===== src/sv/mbde_pkg.sv =====
// ----------------------------------------------------------------------------
// mbde_pkg
// Shared types and constants for the multi-button debounce event block.
// ----------------------------------------------------------------------------
package mbde_pkg;

	localparam int unsigned OUT_W   = 8;
	localparam int unsigned TIME_W  = 32;
	localparam int unsigned DEB_W   = 16;
	localparam int unsigned TSEL_W  = 3;
	localparam int unsigned TOUT_W  = 19;
	localparam int unsigned OP_W    = 2;
	localparam int unsigned CIDX_W  = 1;
	localparam int unsigned CDATA_W = 16;

	localparam logic [OP_W-1:0] OP_SCAN      = 2'd0;
	localparam logic [OP_W-1:0] OP_WAKE      = 2'd1;
	localparam logic [OP_W-1:0] OP_ACT_RESET = 2'd2;

	localparam logic [CIDX_W-1:0] REG_DEBOUNCE = 1'b0;
	localparam logic [CIDX_W-1:0] REG_TIMEOUT  = 1'b1;

	localparam logic [DEB_W-1:0]  DEBOUNCE_RESET = 16'd50;
	localparam logic [TSEL_W-1:0] TSEL_MAX       = 3'd4;

	// per-cell status towards the top level
	typedef struct packed {
		logic level;
		logic prior;
		logic event_bit;
		logic press_taken;
	} cell_stat_t;

	function automatic logic [TOUT_W-1:0] timeout_lookup(input logic [TSEL_W-1:0] sel);
		logic [TOUT_W-1:0] val;
		unique case (sel)
			3'd1:    val = 19'd30000;
			3'd2:    val = 19'd60000;
			3'd3:    val = 19'd120000;
			3'd4:    val = 19'd300000;
			default: val = '0;
		endcase
		return val;
	endfunction

endpackage


===== src/sv/mbde_ifs.sv =====
// ----------------------------------------------------------------------------
// mbde channel interfaces
// Valid/ready channels for scan items and result items.
// ----------------------------------------------------------------------------
interface mbde_scan_if;
	logic                          valid;
	logic                          ready;
	logic [mbde_pkg::OP_W-1:0]     opcode;
	logic [mbde_pkg::TIME_W-1:0]   now_ms;
	logic [mbde_pkg::OUT_W-1:0]    raw_pressed;

	modport source (output valid, opcode, now_ms, raw_pressed, input ready);
	modport sink   (input valid, opcode, now_ms, raw_pressed, output ready);
endinterface

interface mbde_result_if;
	logic                          valid;
	logic                          ready;
	logic [mbde_pkg::OUT_W-1:0]    stable_pressed;
	logic [mbde_pkg::OUT_W-1:0]    press_edges;
	logic [mbde_pkg::OUT_W-1:0]    release_edges;
	logic [mbde_pkg::OUT_W-1:0]    event_mask;
	logic [mbde_pkg::TIME_W-1:0]   activity_time;
	logic [mbde_pkg::TOUT_W-1:0]   timeout_ms;
	logic                          skip_pending;

	modport source (output valid, stable_pressed, press_edges, release_edges, event_mask,
		activity_time, timeout_ms, skip_pending, input ready);
	modport sink   (input valid, stable_pressed, press_edges, release_edges, event_mask,
		activity_time, timeout_ms, skip_pending, output ready);
endinterface


===== src/sv/multi_button_debounce_events_top.sv =====
// Output: each accepted item's result is registered; the scan ripples through the
// row of button cells combinationally. Throughput: one item per cycle; the output
// register frees up as the result is taken and stalls the scan until it is.
// Reset: asynchronous, active low; levels, stamps, activity time and suppress flag
// clear to zero, debounce time to 50 ms, timeout selector to off.
// ----------------------------------------------------------------------------
// multi_button_debounce_events_top
// Timestamp-lockout debouncer for a row of buttons with wake suppression.
// ----------------------------------------------------------------------------
module multi_button_debounce_events_top #(
	parameter int unsigned BUTTON_COUNT = 8
) (
	input  logic                              clk,
	input  logic                              arst_n,
	input  logic                              cfg_wen,
	input  logic [mbde_pkg::CIDX_W-1:0]       cfg_index,
	input  logic [mbde_pkg::CDATA_W-1:0]      cfg_wdata,
	mbde_scan_if.sink                         scan,
	mbde_result_if.source                     result
);

	logic [mbde_pkg::DEB_W-1:0]    debounce_q;
	logic [mbde_pkg::TSEL_W-1:0]   tsel_q;
	logic [mbde_pkg::TIME_W-1:0]   activity_q;
	logic                          suppress_q;

	logic                          out_valid_q;
	logic [mbde_pkg::OUT_W-1:0]    stable_q;
	logic [mbde_pkg::OUT_W-1:0]    press_q;
	logic [mbde_pkg::OUT_W-1:0]    release_q;
	logic [mbde_pkg::OUT_W-1:0]    event_q;

	logic                          accept;
	logic                          scan_en;
	logic [BUTTON_COUNT:0]         sup_chain;
	mbde_pkg::cell_stat_t          stat [BUTTON_COUNT];
	logic [BUTTON_COUNT-1:0]       press_taken;
	logic [mbde_pkg::OUT_W-1:0]    lvl_n;
	logic [mbde_pkg::OUT_W-1:0]    prior_n;
	logic [mbde_pkg::OUT_W-1:0]    event_n;
	logic [mbde_pkg::TSEL_W-1:0]   cfg_tsel;

	assign scan.ready = !out_valid_q || result.ready;
	assign accept     = scan.valid && scan.ready;
	assign scan_en    = accept && (scan.opcode == mbde_pkg::OP_SCAN);

	// configuration
	assign cfg_tsel = cfg_wdata[mbde_pkg::TSEL_W-1:0];

	always_ff @(posedge clk or negedge arst_n) begin
		if (!arst_n) begin
			debounce_q <= mbde_pkg::DEBOUNCE_RESET;
			tsel_q     <= '0;
		end else if (cfg_wen) begin
			if (cfg_index == mbde_pkg::REG_DEBOUNCE) begin
				debounce_q <= cfg_wdata[mbde_pkg::DEB_W-1:0];
			end else if (cfg_index == mbde_pkg::REG_TIMEOUT && cfg_tsel <= mbde_pkg::TSEL_MAX) begin
				tsel_q <= cfg_tsel;
			end
		end
	end

	// row of button cells
	assign sup_chain[0] = suppress_q;

	for (genvar i = 0; i < BUTTON_COUNT; i++) begin : g_cell
		logic reading;
		if (i < mbde_pkg::OUT_W) begin : g_raw
			assign reading = scan.raw_pressed[i];
		end else begin : g_none
			assign reading = 1'b0;
		end

		mbde_cell u_cell (
			.clk           (clk),
			.arst_n        (arst_n),
			.scan_en       (scan_en),
			.reading       (reading),
			.now_ms        (scan.now_ms),
			.debounce_time (debounce_q),
			.sup_in        (sup_chain[i]),
			.sup_out       (sup_chain[i+1]),
			.stat          (stat[i])
		);

		assign press_taken[i] = stat[i].press_taken;
	end

	for (genvar j = 0; j < mbde_pkg::OUT_W; j++) begin : g_map
		if (j < BUTTON_COUNT) begin : g_btn
			assign lvl_n[j]   = stat[j].level;
			assign prior_n[j] = stat[j].prior;
			assign event_n[j] = stat[j].event_bit;
		end else begin : g_pad
			assign lvl_n[j]   = 1'b0;
			assign prior_n[j] = 1'b0;
			assign event_n[j] = 1'b0;
		end
	end

	// activity time and suppress flag
	always_ff @(posedge clk or negedge arst_n) begin
		if (!arst_n) begin
			activity_q <= '0;
			suppress_q <= 1'b0;
		end else if (accept) begin
			priority if (scan.opcode == mbde_pkg::OP_WAKE) begin
				activity_q <= scan.now_ms;
				suppress_q <= 1'b1;
			end else if (scan.opcode == mbde_pkg::OP_ACT_RESET) begin
				activity_q <= scan.now_ms;
			end else if (scan.opcode == mbde_pkg::OP_SCAN) begin
				if (|press_taken) begin
					activity_q <= scan.now_ms;
				end
				suppress_q <= sup_chain[BUTTON_COUNT];
			end else begin
				activity_q <= activity_q;
			end
		end
	end

	// result register
	always_ff @(posedge clk or negedge arst_n) begin
		if (!arst_n) begin
			out_valid_q <= 1'b0;
		end else if (accept) begin
			out_valid_q <= 1'b1;
		end else if (result.ready) begin
			out_valid_q <= 1'b0;
		end
	end

	always_ff @(posedge clk) begin
		if (accept) begin
			stable_q  <= lvl_n;
			press_q   <= lvl_n & ~prior_n;
			release_q <= prior_n & ~lvl_n;
			event_q   <= scan_en ? event_n : '0;
		end
	end

	assign result.valid          = out_valid_q;
	assign result.stable_pressed = stable_q;
	assign result.press_edges    = press_q;
	assign result.release_edges  = release_q;
	assign result.event_mask     = event_q;
	assign result.activity_time  = activity_q;
	assign result.timeout_ms     = mbde_pkg::timeout_lookup(tsel_q);
	assign result.skip_pending   = suppress_q;

	// checks
	a_event_on_edge: assert property (@(posedge clk) disable iff (!arst_n)
		out_valid_q |-> ((event_q & ~(press_q | release_q)) == '0))
		else $error("event without an edge");

	a_edges_disjoint: assert property (@(posedge clk) disable iff (!arst_n)
		out_valid_q |-> ((press_q & release_q) == '0))
		else $error("press and release on one button");

	a_suppress_rise: assert property (@(posedge clk) disable iff (!arst_n)
		$rose(suppress_q) |-> $past(accept && scan.opcode == mbde_pkg::OP_WAKE))
		else $error("suppress set without wake item");

	a_activity_hold: assert property (@(posedge clk) disable iff (!arst_n)
		!accept |=> $stable(activity_q))
		else $error("activity time moved without an item");

endmodule


===== src/sv/mbde_cell.sv =====
// ----------------------------------------------------------------------------
// mbde_cell
// One button: debounced level, prior level, change stamp and suppress ripple.
// ----------------------------------------------------------------------------
module mbde_cell (
	input  logic                              clk,
	input  logic                              arst_n,
	input  logic                              scan_en,
	input  logic                              reading,
	input  logic [mbde_pkg::TIME_W-1:0]       now_ms,
	input  logic [mbde_pkg::DEB_W-1:0]        debounce_time,
	input  logic                              sup_in,
	output logic                              sup_out,
	output mbde_pkg::cell_stat_t              stat
);

	logic                          level_q;
	logic                          prior_q;
	logic [mbde_pkg::TIME_W-1:0]   stamp_q;
	logic [mbde_pkg::TIME_W-1:0]   elapsed;
	logic                          ripe;
	logic                          change;

	assign elapsed = now_ms - stamp_q;
	assign ripe    = elapsed > {{(mbde_pkg::TIME_W-mbde_pkg::DEB_W){1'b0}}, debounce_time};
	assign change  = scan_en && (reading != level_q) && ripe;

	always_ff @(posedge clk or negedge arst_n) begin
		if (!arst_n) begin
			level_q <= 1'b0;
			prior_q <= 1'b0;
			stamp_q <= '0;
		end else begin
			if (scan_en) begin
				prior_q <= level_q;
			end
			if (change) begin
				level_q <= reading;
				stamp_q <= now_ms;
			end
		end
	end

	// a suppressed release clears the flag for the later cells
	assign sup_out = (change && sup_in && !reading) ? 1'b0 : sup_in;

	always_comb begin
		stat.level       = change ? reading : level_q;
		stat.prior       = scan_en ? level_q : prior_q;
		stat.event_bit   = change && !sup_in;
		stat.press_taken = change && reading;
	end

endmodule

===== src/flat_wrapper.sv =====
// flat-port wrapper written by rule: the top's interface ports become plain ports
module multi_button_debounce_events_top_flat 
#(
	parameter int unsigned BUTTON_COUNT = 8
)
  (clk, arst_n, cfg_wen, cfg_index, cfg_wdata, scan_valid, scan_opcode, scan_now_ms, scan_raw_pressed, scan_ready, result_valid, result_stable_pressed, result_press_edges, result_release_edges, result_event_mask, result_activity_time, result_timeout_ms, result_skip_pending, result_ready);
  mbde_scan_if scan_i ();
  mbde_result_if result_i ();
  input  logic clk;
  input  logic arst_n;
  input  logic cfg_wen;
  input  logic [mbde_pkg::CIDX_W-1:0] cfg_index;
  input  logic [mbde_pkg::CDATA_W-1:0] cfg_wdata;
  input wire logic [$bits(scan_i.valid)-1:0] scan_valid;
  input wire logic [$bits(scan_i.opcode)-1:0] scan_opcode;
  input wire logic [$bits(scan_i.now_ms)-1:0] scan_now_ms;
  input wire logic [$bits(scan_i.raw_pressed)-1:0] scan_raw_pressed;
  output wire logic [$bits(scan_i.ready)-1:0] scan_ready;
  output wire logic [$bits(result_i.valid)-1:0] result_valid;
  output wire logic [$bits(result_i.stable_pressed)-1:0] result_stable_pressed;
  output wire logic [$bits(result_i.press_edges)-1:0] result_press_edges;
  output wire logic [$bits(result_i.release_edges)-1:0] result_release_edges;
  output wire logic [$bits(result_i.event_mask)-1:0] result_event_mask;
  output wire logic [$bits(result_i.activity_time)-1:0] result_activity_time;
  output wire logic [$bits(result_i.timeout_ms)-1:0] result_timeout_ms;
  output wire logic [$bits(result_i.skip_pending)-1:0] result_skip_pending;
  input wire logic [$bits(result_i.ready)-1:0] result_ready;
  assign scan_i.valid = scan_valid;
  assign scan_i.opcode = scan_opcode;
  assign scan_i.now_ms = scan_now_ms;
  assign scan_i.raw_pressed = scan_raw_pressed;
  assign scan_ready = scan_i.ready;
  assign result_valid = result_i.valid;
  assign result_stable_pressed = result_i.stable_pressed;
  assign result_press_edges = result_i.press_edges;
  assign result_release_edges = result_i.release_edges;
  assign result_event_mask = result_i.event_mask;
  assign result_activity_time = result_i.activity_time;
  assign result_timeout_ms = result_i.timeout_ms;
  assign result_skip_pending = result_i.skip_pending;
  assign result_i.ready = result_ready;
  multi_button_debounce_events_top #(.BUTTON_COUNT(BUTTON_COUNT)) u_core (.clk(clk), .arst_n(arst_n), .cfg_wen(cfg_wen), .cfg_index(cfg_index), .cfg_wdata(cfg_wdata), .scan(scan_i), .result(result_i));
endmodule

===== config.mk =====
export PLATFORM = sky130hd
export DESIGN_NAME = multi_button_debounce_events_top_flat
export DESIGN_NICKNAME = d
export VERILOG_FILES = /design/src/sv/mbde_pkg.sv /design/src/sv/mbde_ifs.sv /design/src/sv/multi_button_debounce_events_top.sv /design/src/sv/mbde_cell.sv /design/src/flat_wrapper.sv
export SDC_FILE = /design/constraint.sdc
export NUM_CORES = 1
export LEC_CHECK = 0
export ABC_CLOCK_PERIOD_IN_PS = 6100
export BUFFER_PORTS_ARGS = -buffer_cell sky130_fd_sc_hd__buf_4
export CAP_MARGIN = 15
export CORE_MARGIN = 1.5
export CORE_UTILIZATION = 25
export CTS_CLUSTER_SIZE = 25
export DETAILED_ROUTE_END_ITERATION = 12
export SYNTH_ARGS = -nofsm -noshare
export SYNTH_HDL_FRONTEND = slang
export SYNTH_SLANG_ARGS = --single-unit

===== constraint.sdc =====
create_clock -name clk -period 6.1 [get_ports clk]
set_input_delay 1.83 -clock clk [delete_from_list [all_inputs] [get_ports clk]]
set_output_delay 1.83 -clock clk [all_outputs]
set_load 0.01 [all_outputs]

* Yosys cells after proc, flatten, opt, wreduce, memory -nomap -nowiden
Index checks and enable logic that the tools add are counted.
Storage, ports and cells: flip-flop bits (word level) 357, bits of input ports 64, output and inout port bits 86, word-level logic and storage cells 183
Cells by class: add/subtract/negate cells 8, order comparisons 9, equality and inequality tests 15, mux-type cells 34, bitwise operators 5, reductions and logical operators 79
Operator list (number):
- 32-bit by 16-bit > comparator with 1-bit output | 8
- 32-bit subtractor | 8
- 32-bit 2-to-1 mux | 4
- 19-bit one-hot mux with 4 select lines | 1
- 1-bit logical AND | 51
- 1-bit 2-to-1 mux | 29
- 1-bit logical NOT | 17
- 8-bit AND | 2
- 8-bit NOT | 2
- 3-bit AND reduction | 3
- 1-bit != test | 8
- 8-bit OR reduction | 1
- 3-bit by 2-bit equality test with 1-bit output (second input constant) | 2
- 3-bit nonzero test | 2
- 2-bit nonzero test | 2
- 3-bit by 1-bit equality test with 1-bit output (second input constant) | 1
- 3-bit equality test (second input constant) | 1
- 3-bit <= comparator (second input constant) | 1
- 2-bit by 1-bit equality test with 1-bit output (second input constant) | 1
- 2-bit equality test (second input constant) | 1
- 2-bit logical NOT | 1
- 2-bit by 1-bit != test with 1-bit output (second input constant) | 1
- 2-bit AND reduction | 1
- 1-bit logical OR | 1
- 1-bit NOT | 1

* Logic depth before layout (Yosys ltp)
word-level depth 33, depth in mapped cells 26, depth with buffers taken out 25

* Cells and area by module
A second synthesis with hierarchy kept.
Unflattened totals: cells, all modules 4149, area, all modules 35790.6 um^2
Modules (own cells, without submodules):
- mbde_cell (u_core.g_cell[3].u_cell ...) | instances 4, cells an instance 482, area an instance 4025.1 um^2, sequential area each 850.8 um^2
- mbde_cell (u_core.g_cell[7].u_cell) | instances 1, cells an instance 620, area an instance 4621.9 um^2, sequential area each 850.8 um^2
- mbde_cell (u_core.g_cell[0].u_cell) | instances 1, cells an instance 456, area an instance 3902.5 um^2, sequential area each 850.8 um^2
- mbde_cell (u_core.g_cell[2].u_cell) | instances 1, cells an instance 475, area an instance 3897.5 um^2, sequential area each 850.8 um^2
- mbde_cell (u_core.g_cell[1].u_cell) | instances 1, cells an instance 446, area an instance 3871.2 um^2, sequential area each 850.8 um^2
- multi_button_debounce_events_top | instances 1, cells an instance 224, area an instance 3397.0 um^2, sequential area each 2290.9 um^2

* Least setup slack after synthesis
OpenSTA, ideal clock, no wires.
kind in2reg, start in scan_now_ms[0], end reg u_core.activity_q, in the netlist u_core.result.activity_time[10], library setup time 0.125 ns, arrival time 7.317 ns, required time 5.975 ns, slack -1.342 ns, stages on the path 25, buffers on the path 1, path through inv_1 ha_1 inv_1 fa_1 a21o_1 a221oi_2 o211a_2 nor2_1 a21boi_0 o21ai_0 xor2_1 ha_1 nand4_1 nor4_1 nor3_1 a2111o_1 nor4_1 o2111ai_1 nor4_1 nor4b_1 a31oi_1 o311ai_1 o41ai_4 buf_6 mux2_4
On the way: longest elaborated chain between the ends 7, elaborated cells on any way between the ends 35, those cells by class 8 x add/sub; 8 x order compare; 19 x reduce/logical
Ends and longest elaborated chain:
- start: declaration | line flat_wrapper.sv:16 | input wire logic [$bits(scan_i.now_ms)-1:0] scan_now_ms;
- 32-bit subtractor | line mbde_cell.sv:24 | assign elapsed = now_ms - stamp_q;
- 32-bit by 16-bit > comparator with 1-bit output | line mbde_cell.sv:25 | assign ripe = elapsed > {{(mbde_pkg::TIME_W-mbde_pkg::DEB_W){1'b0}}, debounce_time};
- 1-bit logical AND | line mbde_cell.sv:26 | assign change = scan_en && (reading != level_q) && ripe;
- 1-bit logical AND | line mbde_cell.sv:51 | stat.press_taken = change && reading;
- 8-bit OR reduction * | line multi_button_debounce_events_top.sv:113 | if (|press_taken) begin
- 3-bit nonzero test (no source line) *
- 3-bit AND reduction (no source line) *
- end signal: assignment | line multi_button_debounce_events_top.sv:111 | activity_q <= scan.now_ms;
- end signal: assignment | line multi_button_debounce_events_top.sv:114 | activity_q <= scan.now_ms;
- end signal: assignment | line multi_button_debounce_events_top.sv:118 | activity_q <= activity_q;
- end: declaration | line multi_button_debounce_events_top.sv:24 | logic [mbde_pkg::TIME_W-1:0] activity_q;
Mark *: on every way between the ends. The rest lies on a longest branch, timed or not. A chain may end at the register's enable or synchronous reset.

* Worst setup path after layout
Same ends and word-level chain as after synthesis.

==> flow_summary_export.csv <==
group,metric,value,unit
sta,finClkSkew,28.03,ps
clock_tree,cts_buffers,46,
synthesis,ys_seq_area_share,28.36,%
sta,worst_slack,-1083,ps
outcome,violations,"setup timing",
global_route,antenna_found_initial,4,
worst_hold_path,hold_path.class,"flop to flop",
global_route,grt_use_total,17.50,%
critical_path,start_kind,"primary input",
synthesis,synth_common_cells,"nand2_1 (402), ha_1 (376), inv_1 (347), a21oi_1 (330), dfrtp_1 (322)",
placement,dp_slack,-1806,ps
pwr,pwr-share-clk,15.0,%
route,drtIter0Drc,2207,
synthesis,synth_top_cell_by_area,"dfrtp_1",
sta,setup_tns,-104720,ps
synthesis,synth_area,32070,um2
die,die_y,361.2,um
synthesis,synth-edff-count,32,
synthesis,ys_seq_elements,357,
route,routed_via_density,4.968,
clock_tree,hold_buffers,0,
synthesis,netlist_instances,3806,
synthesis,synthArstFlopShare,91.04,%
global_route,grt_max_degree,102,
global_route,grt_pass1_vias,31947,
synthesis,synth.most_common_cell,"nand2_1",
route,firstDrtPassIters,5,
pwr,switching_power,8.574,mW
outcome,status,"finished with violations",
clock_tree,path_clk_slew,60,ps
final_layout,layout-drive-gt1-share,31.59,%
die,start_util,25.18,%
die,dieWidth,361.2,um
pwr,powerDensity,451.2,nW/um2
final_layout,n_antenna_cell,0,
pwr,sw_frac_of_total,42.28,%
critical_path,slowest_stage,"fa_2",
clock_tree,max-clock-path-buffers,3,
pwr,peakVddDrop,0.2466,mV
clock_tree,clock-sinks,357,
sta,hold_viol,0,
die,io_pins,150,
critical_path,cp-end-kind,"flop",
synthesis,synth_top_area_share,25.12,%
placement,gp_congestion,0.9253,
critical_path,crit_arrival,7680,ps
placement,port_buffers,144,
pwr,power_frac_seq,17.4,%
die,rows,131,
final_layout,fin_nets,5217,
critical_path,critPathMaxStageDelay,410,ps
clock_tree,clk_latency,620,ps
critical_path,criticalPathCategory,"primary input to flop",
clock_tree,root_buffer,"clkbuf_16",
die,fp.dieArea,130500,um2
synthesis,synth.avg_cell_area,8.427,um2
clock_tree,cts_tree,"built",
synthesis,synthFlopType,"dfrtp_1",
final_layout,area_growth_syn_to_layout,40.11,%
synthesis,yosys_warnings,0,
sta,fmax,0.1392,GHz
run,max-cap-violations,0,
global_route,grt_pass1_wl,179500,um
pwr,cellInternalPower,11.70,mW
route,num_vias,32133,
route,wl_per_cell,18.56,um
pwr,power_frac_comb,67.5,%
final_layout,nFillCells,13037,
sta,tightest_slew,810.1,ps
route,antenna_left,0,
sta,maxSlewHeadroom,45.40,%
pwr,leakage,21.19,nW
synthesis,synthTopCellsByArea,"dfrtp_1 (25%), ha_1 (15%), mux2_2 (5.9%)",
sta,maxSlewViolCount,0,
die,core-area,127400,um2
placement,dp_hpwl,93850,um
clock_tree,htreeDepth,2,
synthesis,ys_types,94,
sta,finalSetupViolations,252,
sta,grt_setup_unrepaired,"yes",
sta,layout_min_cycle_time,7183,ps
sta,fin_crit_sh,117.8,%
global_route,grt_remaining_overflow,0,
route,post-route-drc-count,0,
critical_path,critPathRequiredTime,6600,ps
critical_path,path_max_fanout,6,
route,routed_wl,120000,um
critical path, delay by kind of cell:
kind            cells  cell delay (ps)
simple gates        3              250
xor+xnor            1               90
mux                 1              290
fa+ha+maj           3              870
compound gates     15             3370
buf+inv             7              960
power by group through the flow:
stage / Sequential, mW / Clock (mW) / Combinational (mW)
floorplan: 3.48 / 0 / 7.79
global placement: 3.52 / 0 / 12.8
detailed placement: 3.55 / 0 / 12.9
CTS: 3.51 / 3.13 / 13.3
global route: 3.62 / 3.21 / 15.1
finish: 3.53 / 3.05 / 13.7
placed cells by master (no fill, tap or decap), types with 22 or more instances in the layout:
cell       Yosys  layout
a211o_1       22      22
a21o_1        80      79
edfxtp_1      32      32
a211oi_1      40      35
nor2b_1       53      47
o21a_1        49      47
o21bai_1      27      26
clkbuf_16      0      55
o211ai_1      49      49
inv_1        347     342
a31oi_1       34      32
xor2_1        67      67
buf_4          6    1006
nand4_1       81      81
mux2_4        30     103
mux2_2       169      96
nand3_1       73      68
a21oi_1      330     310
nor2_1       203     200
nand2b_1      30      26
mux2i_1       22      22
buf_12         0      33
nand2_1      402     398
ha_1         376     364
xnor2_1      101     101
o21ai_1       12      34
o21ai_0      295     264
nor3_1        55      51
dfrtp_1      322     322
routing by layer:
layer  part of all wire [%]  GRT usage, %
met5                      0             0
met1                     46         23.76
met2                     45         28.93
met3                    5.7         2.243
met4                    3.7         4.981
layout make-up:
cell class                      instances  area [um2]  area share (%)
Inverter                              347        1306           2.907
Tap cell                             1662        2079           4.627
Multi-Input combinational cell       2943       22010           48.97
Timing Repair Buffer                 1074        8773           19.52
Sequential cell                       357        9097           20.24
Clock buffer                           57        1326           2.951
Clock inverter                         28       350.3          0.7796
kinds of logic after synthesis:
| kind of cell | Yosys count | synth area share, % |
|---|---|---|
| simple gates | 1039 | 15.39 |
| mux | 221 | 8.024 |
| flops | 357 | 28.36 |
| other cells | 1 | 0.01169 |
| buf+inv | 510 | 6.140 |
| fa+ha+maj | 384 | 15.17 |
| xor+xnor | 168 | 4.587 |
| compound gates | 1126 | 22.31 |
final timing paths:
kind	startpoint	slack (ps)	end	cells after the start
setup / recovery	scan_now_ms[0]	-1080	u_core.result.activity_time[10]	30
min in group asynchronous	arst_n	1180	u_core.g_cell[4].u_cell.stamp_q[8]	1
hold reg to reg	u_core.g_cell[1].u_cell.stamp_q[1]	490	u_core.g_cell[1].u_cell.stamp_q[1]	2
setup reg to reg	u_core.g_cell[6].u_cell.stamp_q[0]	-50	u_core.result.activity_time[10]	28
hold / removal	u_core.g_cell[1].u_cell.stamp_q[1]	490	u_core.g_cell[1].u_cell.stamp_q[1]	2
max in group asynchronous	arst_n	3840	u_core.g_cell[3].u_cell.stamp_q[3]	2
repair_timing:
item / CTS / global route
hold endpoints to repair: 0 / 0
pin swaps: 51 / 56
resized for setup: 89 / 154
buffers inserted: 19 / 28
setup endpoints to repair: 314 / 328
gates cloned: 3 / 8
sequential cells by signal (all words and copies together), names as in the netlist, 3 cells and up:
register	flops
u_core.result.event_mask	8
u_core.g_cell.u_cell.prior_q	8
u_core.debounce_q	16
u_core.result.activity_time	32
u_core.result.release_edges	8
u_core.g_cell.u_cell.stamp_q	256
u_core.tsel_q	3
u_core.g_cell.u_cell.level_q	8
u_core.result.stable_pressed	8
u_core.result.press_edges	8
stage by stage:
step	total power [mW]	area, um2	utilization, %	hold slack (ps)	instances
global placement	16.31	41660	32.71	464.5	6329
detailed placement	16.50	41660	32.71	474.4	6329
floorplan	11.27	32370	-	448.8	3810
CTS	19.89	43920	34.49	488.2	6435
global route	21.95	44940	35.29	511.4	6468
finish	20.28	44940	35.29	491.9	6468
(Power assumes the default switching activity.)
